## config.mk

```make
export PLATFORM = sky130hd
export DESIGN_NAME = json_string_unescape_utf8
export DESIGN_NICKNAME = d
export VERILOG_FILES = /design/src/hdl/jsu_pkg.sv /design/src/hdl/json_string_unescape_utf8.sv /design/src/hdl/jsu_decode.sv /design/src/hdl/jsu_serial.sv
export VERILOG_INCLUDE_DIRS = /design/src /design/src/hdl
export SDC_FILE = /design/constraint.sdc
export NUM_CORES = 1
export LEC_CHECK = 0
export BUFFER_PORTS_ARGS = -buffer_cell sky130_fd_sc_hd__buf_2
export CORE_ASPECT_RATIO = 1.25
export CORE_MARGIN = 5
export CORE_UTILIZATION = 61
export DETAILED_ROUTE_END_ITERATION = 10
export GPL_ROUTABILITY_DRIVEN = 1
export PLACE_DENSITY = 0.8
export SYNTH_ARGS = -nofsm -noshare
export SYNTH_HDL_FRONTEND = slang
export SYNTH_SLANG_ARGS = --single-unit
export TNS_END_PERCENT = 20
```

## constraint.sdc

```tcl
create_clock -name clk_i -period 3.72 [get_ports clk_i]
set_clock_uncertainty 0.1 [all_clocks]
set_input_delay 0.558 -clock clk_i [delete_from_list [all_inputs] [get_ports clk_i]]
set_output_delay 0.558 -clock clk_i [all_outputs]
set_load 0.1 [all_outputs]
```

## src/hdl/json_string_unescape_utf8_assert.svh

```systemverilog
// Assertion macros for the JSON string unescaper.
// Included by the modules that check their own logic; no other dependencies.
`ifndef JSON_STRING_UNESCAPE_UTF8_ASSERT_SVH
`define JSON_STRING_UNESCAPE_UTF8_ASSERT_SVH

`ifndef SYNTH
`define JSU_ASSERT(lbl, prop, msg) \
  lbl: assert property (@(posedge clk_i) disable iff (!rst_ni) prop) else $error(msg);
`define JSU_NEVER(lbl, expr, msg) \
  lbl: assert property (@(posedge clk_i) disable iff (!rst_ni) !(expr)) else $error(msg);
`else
`define JSU_ASSERT(lbl, prop, msg)
`define JSU_NEVER(lbl, expr, msg)
`endif

`endif

```

## src/hdl/jsu_pkg.sv

```systemverilog
// Types, constants and helper functions for the JSON string unescaper.
// No dependencies; imported by every module of the block.
package jsu_pkg;

  localparam int unsigned MaxResults = 4;
  localparam int unsigned CntW       = 3;
  localparam int unsigned HeldDepth  = 3;

  localparam logic [7:0] ChQuote  = 8'h22;
  localparam logic [7:0] ChBslash = 8'h5C;
  localparam logic [7:0] ChU      = 8'h75;

  localparam logic [15:0] Utf8Lim1 = 16'h0080;
  localparam logic [15:0] Utf8Lim2 = 16'h0800;
  localparam logic [7:0]  Utf8Lead2 = 8'hC0;
  localparam logic [7:0]  Utf8Lead3 = 8'hE0;
  localparam logic [7:0]  Utf8Cont  = 8'h80;
  localparam logic [5:0]  Utf8Mask  = 6'h3F;

  typedef enum logic [5:0] {
    PH_NORMAL = 6'b000001,
    PH_ESC    = 6'b000010,
    PH_HEX0   = 6'b000100,
    PH_HEX1   = 6'b001000,
    PH_HEX2   = 6'b010000,
    PH_HEX3   = 6'b100000
  } phase_e;

  typedef struct packed {
    logic [MaxResults-1:0][7:0] bytes;
    logic [CntW-1:0]            cnt;
    logic                       term;
  } jsu_burst_t;

  // {valid, nibble}
  function automatic logic [4:0] hex_nib(input logic [7:0] c);
    logic [4:0] r;
    r = '0;
    if (c >= 8'h30 && c <= 8'h39) begin
      r = {1'b1, 4'(c - 8'h30)};
    end else if (c >= 8'h61 && c <= 8'h66) begin
      r = {1'b1, 4'(c - 8'h57)};
    end else if (c >= 8'h41 && c <= 8'h46) begin
      r = {1'b1, 4'(c - 8'h37)};
    end
    return r;
  endfunction

  function automatic logic [7:0] esc_map(input logic [7:0] c);
    logic [7:0] r;
    r = c;
    case (c)
      8'h6E:   r = 8'h0A;
      8'h72:   r = 8'h0D;
      8'h74:   r = 8'h09;
      8'h62:   r = 8'h08;
      8'h66:   r = 8'h0C;
      default: r = c;
    endcase
    return r;
  endfunction

endpackage

```

## src/hdl/json_string_unescape_utf8.sv

```systemverilog
// JSON string unescaper with UTF-8 output. Each request carries one raw byte
// of a string body (after the opening quote); each result carries one decoded
// byte. A byte that decodes to k results (k up to 4: three flushed digits plus
// the offending byte, or a 3-byte UTF-8 sequence) holds the input until the
// single output register hands out the last byte of the burst; bytes yielding
// zero or one result flow at one per cycle while the output is not stalled.
// The first result appears in the cycle after its request is taken. tuser flags
// the end-of-string result (tdata is zero there), tlast marks the last result of each request.
// Depends on jsu_pkg, jsu_decode and jsu_serial.
module json_string_unescape_utf8
  import jsu_pkg::*;
(
  input  logic       clk_i,
  input  logic       rst_ni,
  input  logic       s_axis_tvalid,
  output logic       s_axis_tready,
  input  logic [7:0] s_axis_tdata,   // [7:0] in_byte
  output logic       m_axis_tvalid,
  input  logic       m_axis_tready,
  output logic [7:0] m_axis_tdata,   // [7:0] out_byte
  output logic       m_axis_tlast,
  output logic       m_axis_tuser    // [0] end_flag
);

  jsu_burst_t burst;
  logic       take;
  logic       can_load;

  assign s_axis_tready = can_load;
  assign take          = s_axis_tvalid && can_load;

  jsu_decode u_decode (
    .clk_i   (clk_i),
    .rst_ni  (rst_ni),
    .take_i  (take),
    .byte_i  (s_axis_tdata),
    .burst_o (burst)
  );

  jsu_serial u_serial (
    .clk_i       (clk_i),
    .rst_ni      (rst_ni),
    .load_i      (take),
    .burst_i     (burst),
    .pop_ready_i (m_axis_tready),
    .can_load_o  (can_load),
    .valid_o     (m_axis_tvalid),
    .byte_o      (m_axis_tdata),
    .last_o      (m_axis_tlast),
    .term_o      (m_axis_tuser)
  );

endmodule

```

## src/hdl/jsu_decode.sv

```systemverilog
// Escape decoder: phase, hex accumulator and held digit registers, plus the
// logic that turns one input byte into a burst of up to four bytes. Uses jsu_pkg.
`include "json_string_unescape_utf8_assert.svh"
module jsu_decode
  import jsu_pkg::*;
(
  input  logic       clk_i,
  input  logic       rst_ni,
  input  logic       take_i,
  input  logic [7:0] byte_i,
  output jsu_burst_t burst_o
);

  phase_e      phase_q, phase_d;
  logic [11:0] accum_q, accum_d;
  logic [7:0]  held_q [HeldDepth];
  logic        held_we;
  logic [1:0]  taken;
  logic        in_hex;
  logic        plain;
  logic [4:0]  hex;
  logic        hex_ok;
  logic [3:0]  nib;
  logic [15:0] cp;
  jsu_burst_t  burst;

  always_comb begin
    hex    = hex_nib(byte_i);
    hex_ok = hex[4];
    nib    = hex[3:0];
    cp     = {accum_q, nib};
    taken  = 2'd0;
    in_hex = 1'b0;
    unique case (phase_q)
      PH_HEX0: begin in_hex = 1'b1; taken = 2'd0; end
      PH_HEX1: begin in_hex = 1'b1; taken = 2'd1; end
      PH_HEX2: begin in_hex = 1'b1; taken = 2'd2; end
      PH_HEX3: begin in_hex = 1'b1; taken = 2'd3; end
      default: begin in_hex = 1'b0; taken = 2'd0; end
    endcase
    plain = (!in_hex && phase_q != PH_ESC) || (in_hex && !hex_ok);

    burst   = '0;
    phase_d = phase_q;
    accum_d = accum_q;
    held_we = 1'b0;

    if (phase_q == PH_ESC) begin
      if (byte_i == ChU) begin
        phase_d = PH_HEX0;
        accum_d = '0;
      end else begin
        burst.bytes[0] = esc_map(byte_i);
        burst.cnt      = CntW'(1);
        phase_d        = PH_NORMAL;
      end
    end else if (plain) begin
      // flush digits of an aborted escape, then treat the byte as ordinary
      for (int i = 0; i < HeldDepth; i++) begin
        if (i < int'(taken)) burst.bytes[i] = held_q[i];
      end
      phase_d   = PH_NORMAL;
      burst.cnt = {1'b0, taken};
      if (byte_i == ChQuote) begin
        burst.bytes[taken] = 8'h00;
        burst.term         = 1'b1;
        burst.cnt          = {1'b0, taken} + CntW'(1);
      end else if (byte_i == ChBslash) begin
        phase_d = PH_ESC;
      end else begin
        burst.bytes[taken] = byte_i;
        burst.cnt          = {1'b0, taken} + CntW'(1);
      end
    end else if (taken != 2'd3) begin
      held_we = 1'b1;
      accum_d = {accum_q[7:0], nib};
      unique case (taken)
        2'd0:    phase_d = PH_HEX1;
        2'd1:    phase_d = PH_HEX2;
        default: phase_d = PH_HEX3;
      endcase
    end else begin
      if (cp < Utf8Lim1) begin
        burst.bytes[0] = cp[7:0];
        burst.cnt      = CntW'(1);
      end else if (cp < Utf8Lim2) begin
        burst.bytes[0] = Utf8Lead2 | {3'b000, cp[10:6]};
        burst.bytes[1] = Utf8Cont | {2'b00, cp[5:0] & Utf8Mask};
        burst.cnt      = CntW'(2);
      end else begin
        burst.bytes[0] = Utf8Lead3 | {4'h0, cp[15:12]};
        burst.bytes[1] = Utf8Cont | {2'b00, cp[11:6] & Utf8Mask};
        burst.bytes[2] = Utf8Cont | {2'b00, cp[5:0] & Utf8Mask};
        burst.cnt      = CntW'(3);
      end
      accum_d = '0;
      phase_d = PH_NORMAL;
    end
  end

  assign burst_o = burst;

  always_ff @(posedge clk_i or negedge rst_ni) begin
    if (!rst_ni) begin
      phase_q <= PH_NORMAL;
      accum_q <= '0;
    end else if (take_i) begin
      phase_q <= phase_d;
      accum_q <= accum_d;
    end
  end

  always_ff @(posedge clk_i) begin
    if (take_i && held_we) begin
      held_q[taken] <= byte_i;
    end
  end

  `JSU_ASSERT(a_esc_exit, take_i && phase_q == PH_ESC |=> phase_q == PH_NORMAL || phase_q == PH_HEX0, "escape phase left to a wrong phase")
  `JSU_ASSERT(a_digit_shift, take_i && held_we |=> accum_q[3:0] == $past(nib), "hex digit not shifted into accumulator")
  `JSU_NEVER(a_term_empty, burst.term && burst.cnt == '0, "end of string with no result")

endmodule

```

## src/hdl/jsu_serial.sv

```systemverilog
// Output register: holds a decoded burst and hands it out one byte per request.
// Uses jsu_pkg.
`include "json_string_unescape_utf8_assert.svh"
module jsu_serial
  import jsu_pkg::*;
(
  input  logic       clk_i,
  input  logic       rst_ni,
  input  logic       load_i,
  input  jsu_burst_t burst_i,
  input  logic       pop_ready_i,
  output logic       can_load_o,
  output logic       valid_o,
  output logic [7:0] byte_o,
  output logic       last_o,
  output logic       term_o
);

  logic [MaxResults-1:0][7:0] bytes_q, bytes_d;
  logic [CntW-1:0]            cnt_q, cnt_d;
  logic                       term_q, term_d;
  logic                       pop;

  assign pop        = (cnt_q != '0) && pop_ready_i;
  assign can_load_o = (cnt_q == '0) || ((cnt_q == CntW'(1)) && pop_ready_i);

  always_comb begin
    bytes_d = bytes_q;
    cnt_d   = cnt_q;
    term_d  = term_q;
    if (load_i) begin
      bytes_d = burst_i.bytes;
      cnt_d   = burst_i.cnt;
      term_d  = burst_i.term;
    end else if (pop) begin
      // advance to the next byte
      bytes_d = {8'h00, bytes_q[MaxResults-1:1]};
      cnt_d   = cnt_q - CntW'(1);
    end
  end

  always_ff @(posedge clk_i or negedge rst_ni) begin
    if (!rst_ni) begin
      cnt_q  <= '0;
      term_q <= 1'b0;
    end else begin
      cnt_q  <= cnt_d;
      term_q <= term_d;
    end
  end

  always_ff @(posedge clk_i) begin
    bytes_q <= bytes_d;
  end

  assign valid_o = cnt_q != '0;
  assign byte_o  = bytes_q[0];
  assign last_o  = cnt_q == CntW'(1);
  assign term_o  = term_q && (cnt_q == CntW'(1));

  `JSU_NEVER(a_cnt_range, cnt_q > CntW'(MaxResults), "burst count out of range")
  `JSU_NEVER(a_load_busy, load_i && !can_load_o, "burst overwritten before drained")
  `JSU_ASSERT(a_drain, pop && cnt_q > CntW'(1) |=> cnt_q == $past(cnt_q) - CntW'(1), "burst count did not step down")

endmodule

```

Word-level counts from Yosys, hierarchy flattened. Memory sizes are Yosys's and may differ from the RTL's. Index checks and enable logic that the tools add are counted.

$lt $le $gt $ge: 13. Reduce and logical (&&, ||, !) cells: 21. Multiplexer cells: 53. Add/subtract/negate cells: 5. Bitwise operators: 2. Equality and inequality tests: 19.

Operators by type and width (count): 2-to-1 mux 8 bit (12); 2-to-1 mux 35 bit (2); 2-to-1 mux 32 bit (2); == test 8 x 7 -> 1 bit, second input constant (7); 2-to-1 mux 27 bit (2); 2-to-1 mux 12 bit (4); one-hot mux 8 bit (5 select lines) (1); 2-to-1 mux 11 bit (3); bitwise AND 24 x 32 -> 32 bit (1); bitwise mux 32 bit (1); NOT 32 bit (1); 2-to-1 mux 24 bit (1); 2-to-1 mux 6 bit (4); 2-to-1 mux 17 bit (1); demux 8 bit (select 2 bit) (1); greater-or-equal comparator 8 x 7 -> 1 bit, second input constant (2); less-or-equal comparator 8 x 7 -> 1 bit, second input constant (2); < comparator 16 x 12 -> 1 bit, second input constant (1); < comparator 16 x 8 -> 1 bit, second input constant (1); 2-to-1 mux 16 bit (1); 2-to-1 mux 5 bit (3); one-hot mux 6 bit (2 select lines) (1); logical AND 1 bit (11); 2-to-1 mux 1 bit (9); 31 further kinds (39).

Memory bits (writable): 24. Input port bits: 12. Register bits: 54. Memories kept: 1.

Memories: u_decode.held_q (depth 3, bits a word 8, rd ports 3, clocked after Yosys merged registers in 0, write ports 1, RTL line jsu_decode.sv:16) `logic [7:0] held_q [HeldDepth];`.

Depth between registers and ports, before layout.
Depth in word-level cells: 16. Depth in mapped cells: 11. Depth with buffers taken out: 9.

By module. From an unflattened synthesis, not the netlist that was laid out.

Cell total of the unflattened synthesis: 466. Area, all modules: 4966.0 µm².

Modules (own cells, without submodules): jsu_decode (instances 1, area an instance 3285.7 µm², cells an instance 359); jsu_serial (instances 1, area an instance 1674.1 µm², cells an instance 106); json_string_unescape_utf8 (instances 1, area an instance 6.3 µm², cells an instance 1).

Worst setup path before layout. Ideal clock, no wire load.

Kind: register to output. Start point: reg u_serial.cnt_q[1]. End point: out m_axis_tuser. Setup slack: 140 ps. Path buffers: 0. Cell stages (with the launch flop): 5. Data required time: 3062 ps. Arrival time: 2922 ps. Cells stage by stage: dfrtp_1 > inv_1 > ha_1 > nor2b_1 > and2_1.

Longest elaborated chain between the ends: 2.

Ends and longest elaborated chain: start: declaration (RTL line jsu_serial.sv:20) `logic [CntW-1:0] cnt_q, cnt_d;`; start signal: assignment (RTL line jsu_serial.sv:47) `cnt_q <= cnt_d;`; == test 3 x 1 -> 1 bit; named net m_axis_tlast (RTL line json_string_unescape_utf8.sv:21) `output logic m_axis_tlast,`; logical AND 1 bit (RTL line jsu_serial.sv:59) `assign term_o = term_q && (cnt_q == CntW'(1));`; end: declaration (RTL line json_string_unescape_utf8.sv:22) `output logic m_axis_tuser`.

The timed path passes the listed nets, and every way through them passes these cells.

==> impl.org <==
** Outcome
- Outcome :: completed

** Floorplanning
- Width of the die :: 87.3 µm
- Total Die Area :: 9320 µm²
- For this design the top-level I/O count stands at 24.
- Area of the core :: 7310 µm²
- Measured along the y axis, the die boundary spans 107 µm.
- Number of core rows :: 35
- The initial utilization of the core area, before any placement, comes to 0.624.

** Pwr
- For this design the static power due to leakage is 1.87 nW.
- IR Drop Worst-Case VDD :: around 0.00055 V
- Part of the power in the clock network :: 0.256
- The share of total power dissipated in sequential elements is 0.429.
- Internal portion of total power :: 0.00168 W
- For this design the total switching power over the nets is 0.00102 W.
- Power share of the combinational group :: 0.315
- Dividing total power by cell area gives a power density of around 550 nW/µm².
- Of the total power, the share spent switching nets is 0.378.
- Overall power consumption after layout is estimated at about 0.0027 W.

** Critical path
- Path length in cells of the critical path :: 8
- On the critical path the largest part of the delay comes from compound AO/OA/AOI/OAI gates.
- The worst register-to-register path ends at u_serial.bytes_q[8]$_DFFE_PP_.
- Slowest cell on crit path :: dfstp_2
- STA classifies the critical path startpoint as a flip-flop.
- Worst setup path startpoint :: u_decode.phase_q[0]$_DFFE_PN1P_
- The worst register-to-register path has a setup slack of 0.76 ns.
- In this run the worst setup path terminates at u_serial.bytes_q[8]$_DFFE_PP_.
- The worst setup path is of the reg -> reg kind.
- At the worst endpoint, the arrival time is 2.95 ns.
- For this run, the slowest stage of the critical path takes 0.55 ns.
- Worst reg-to-reg path cell count :: 8
- Maximum fanout encountered on the critical timing path :: 13
- In this run the critical register-to-register path is launched from u_decode.phase_q[0]$_DFFE_PN1P_.
- Endpoint type of the worst setup path :: flip-flop
- Together, buffers and inverters on the worst path number 2.
- List of cells traversed by the critical path :: nor2_1, buf_4, and3_1, inv_1, ha_1, o21ai_0, a311oi_1, o41ai_1
- Critical path required time :: about 3.7 ns

** Synthesis
- By area the synthesized netlist is led by edfxtp_1, dfrtp_1, nand2_1, ha_1, o21ai_0.
- Synthesized area divided by synthesized cell count :: 10.2 µm²
- Post-synthesis cell type with the largest combined area :: edfxtp_1
- Synthesized netlist net count :: 474
- The synthesized design contains 56 enable-type register cells.
- Area fraction of the dominant cell type after synthesis :: 0.369
- Number of cells produced by synthesis :: 448
- Most instantiated flip-flop cell in the synthesis netlist :: edfxtp_1
- Sequential element share of the synthesized area :: 0.490
- Yosys printed 0 warnings.
- After synthesis the cells add up to between 4000 and 5000 µm².
- Post-synthesis register bit count :: 78
- In the synthesized netlist the async set-or-reset flop fraction comes to 0.282.
- Most frequently used cell type in the post-synthesis netlist :: nand2_1
- Synth unique cells :: 71
- By count the netlist is led by nand2_1, edfxtp_1, o21ai_0.

** STA
- Setup repair after global routing left no endpoint under its margin.
- For the pin with the worst max-slew slack, the measured transition is 0.905 ns.
- Worst hold-check slack :: approximately 0.055 ns
- Number of failing setup endpoints in the final timing report :: 0
- The worst pin sits at a relative slew slack of 0.397.
- Aggregate negative setup slack :: 0 ns
- The count of pins over their slew limit came to 0.
- The number of hold violations in the final report came to 0.
- Timing would allow up to approximately 340 MHz.
- Final clock period utilization by the worst path :: 0.796
- Final period demand of the worst path :: around 3.0 ns

** Place
- Final RePlAce weighted congestion :: 0.977
- Hpwl dp :: 8.67 mm
- Port bufs :: 23

** Clock network
- Post-CTS setup-driven buffer insertion count :: 0
- After clock tree synthesis, the flow added hold-fix buffers numbering 0.
- Num CTS Buffers :: 9
- Counting every sink on the clock net gives 78.
- Buffer levels on the longest clock path :: 2
- Clock-pin slew was measured on the worst setup and hold paths at 0.08 ns.
- The H-tree was split into 3 levels.
- TritonCTS clock tree :: yes
- Count of instances resized after the clock tree is built :: 0
- Root buf cell :: clkbuf_8
- Clock network latency to the later pin of the worst-skew pair :: 0.36 ns

** Flow run
- # Max-Cap Violations :: 0

** Cells and area
- After the last flow step, the layout net total stands at 485.
- In the final layout, the share of cells above drive strength 1 is 0.144.
- The repair_antennas step left the layout with diodes totalling 0.
- Fin util :: 0.672
- Relative to the synthesized area, the layout overhead comes to 7.71%.

** Global route
- Global routing finished with a remaining overflow of 0.
- The initial antenna violation count was 0.
- In the global route stage, overall resource usage came out at 0.278.
- Entering global routing, the biggest net connects 39 pins.
- Via count of the first global-routing pass :: 3,608
- The first global-routing pass estimated 19.7 mm of wire.

** Min path
- The worst hold path belongs to the class in -> async.

** Route
- The count of nets left with antenna violations once routing finished came out at 0.
- Vias/cell :: 6.77
- DRC violations left :: 0
- Before antenna repair, the detailed router went through 6 iterations.
- In the final routed layout, each cell accounts on average for roughly 22 µm.
- Total number of vias :: around 3,800
- The first routing iteration left 529 violations.
- Drt total wl :: around 12 mm
## area by class of cell
type | count | area, µm²
Inverter | 11 | 41.3
Sequential cell | 78 | 2230
Fill cell | 553 | 2400
Multi-Input combinational cell | 322 | 2090
Tap cell | 92 | 115
Clock buffer | 10 | 128
Clock inverter | 6 | 86.3
Timing Repair Buffer | 37 | 220
## layer usage
metal	vias up	wire length (µm)	global-route usage
met3	59	1080	0.0561
met2	234	5740	0.415
li1	1717	-	-
met5	-	0	0
met4	0	691	0.163
met1	1754	4940	0.371
## cells in the final DEF (no fill, tap or decap), types with 3 or more instances in the layout
master	Yosys	routed
nand4_1	3	3
nor2b_1	10	10
and3_1	6	6
and2_1	6	6
o21ai_0	34	34
inv_1	11	11
buf_2	8	23
o22ai_1	4	4
buf_4	9	14
clkinvlp_4	0	3
xor2_1	5	5
nand2b_1	6	6
o41ai_1	4	4
a22o_1	7	7
a21oi_1	20	20
clkbuf_8	0	9
a22oi_1	3	3
nand2_1	62	62
a31oi_1	10	10
nor4_1	6	6
dfrtp_1	21	21
nand3_1	14	14
a21o_1	4	4
a32oi_1	6	6
ha_1	14	14
a221o_1	10	10
edfxtp_1	56	56
nor3_1	5	5
a211oi_1	4	4
nor4b_1	3	3
nor2_1	23	23
nand3b_1	3	3
nand4b_1	3	3
## worst min path at each step
stage	cells after the start	end	start	slack (ns)
after detailed placement	2	u_serial.term_q$_DFFE_PN0P_	u_serial.term_q$_DFFE_PN0P_	0.40
after global placement	2	u_serial.term_q$_DFFE_PN0P_	u_serial.term_q$_DFFE_PN0P_	0.36
after global routing	1	u_decode.accum_q[4]$_DFFE_PN0P_	rst_ni	0.09
final	1	u_decode.phase_q[3]$_DFFE_PN0P_	rst_ni	0.05
after CTS	1	u_decode.phase_q[2]$_DFFE_PN0P_	rst_ni	0.08
after floorplan	0	u_decode.accum_q[0]$_DFFE_PN0P_	rst_ni	0.16
## power groups by stage
stage,Sequential [W],Combinational (W),Clock (W)
finish,0.00116,0.000849,0.000691
global route,0.00117,0.000894,0.000741
CTS,0.00116,0.000843,0.000695
global placement,0.00117,0.000826,0
detailed placement,0.00118,0.000839,0
floorplan,0.00115,0.000709,0
## logic make-up after synthesis
family | synth area share
xor gates and xnor gates | 0.00960
AOI/OAI and AO/OA | 0.215
and+or+nand+nor | 0.186
muxes | 0.00933
buffers and inverters | 0.0524
DFF | 0.490
adders and majority gates | 0.0384
## stage by stage
| step | setup slack [ns] | area [µm²] | cells |
|---|---|---|---|
| finish | 0.760 | 4910 | 556 |
| global route | 0.547 | 4910 | 556 |
| floorplan | 0.140 | 4560 | 448 |
| CTS | 0.822 | 4910 | 556 |
| global placement | 0.529 | 4700 | 540 |
| detailed placement | 0.453 | 4700 | 540 |
## sequential cells by signal (all words and copies together), names as in the netlist
name,flops
u_serial.cnt_q,3
u_serial.term_q,1
u_serial.byte_o,8
u_decode.phase_q,6
u_serial.bytes_q,24
u_decode.accum_q,12
u_decode.held_q,24
Power figures use the tool's default switching activity.
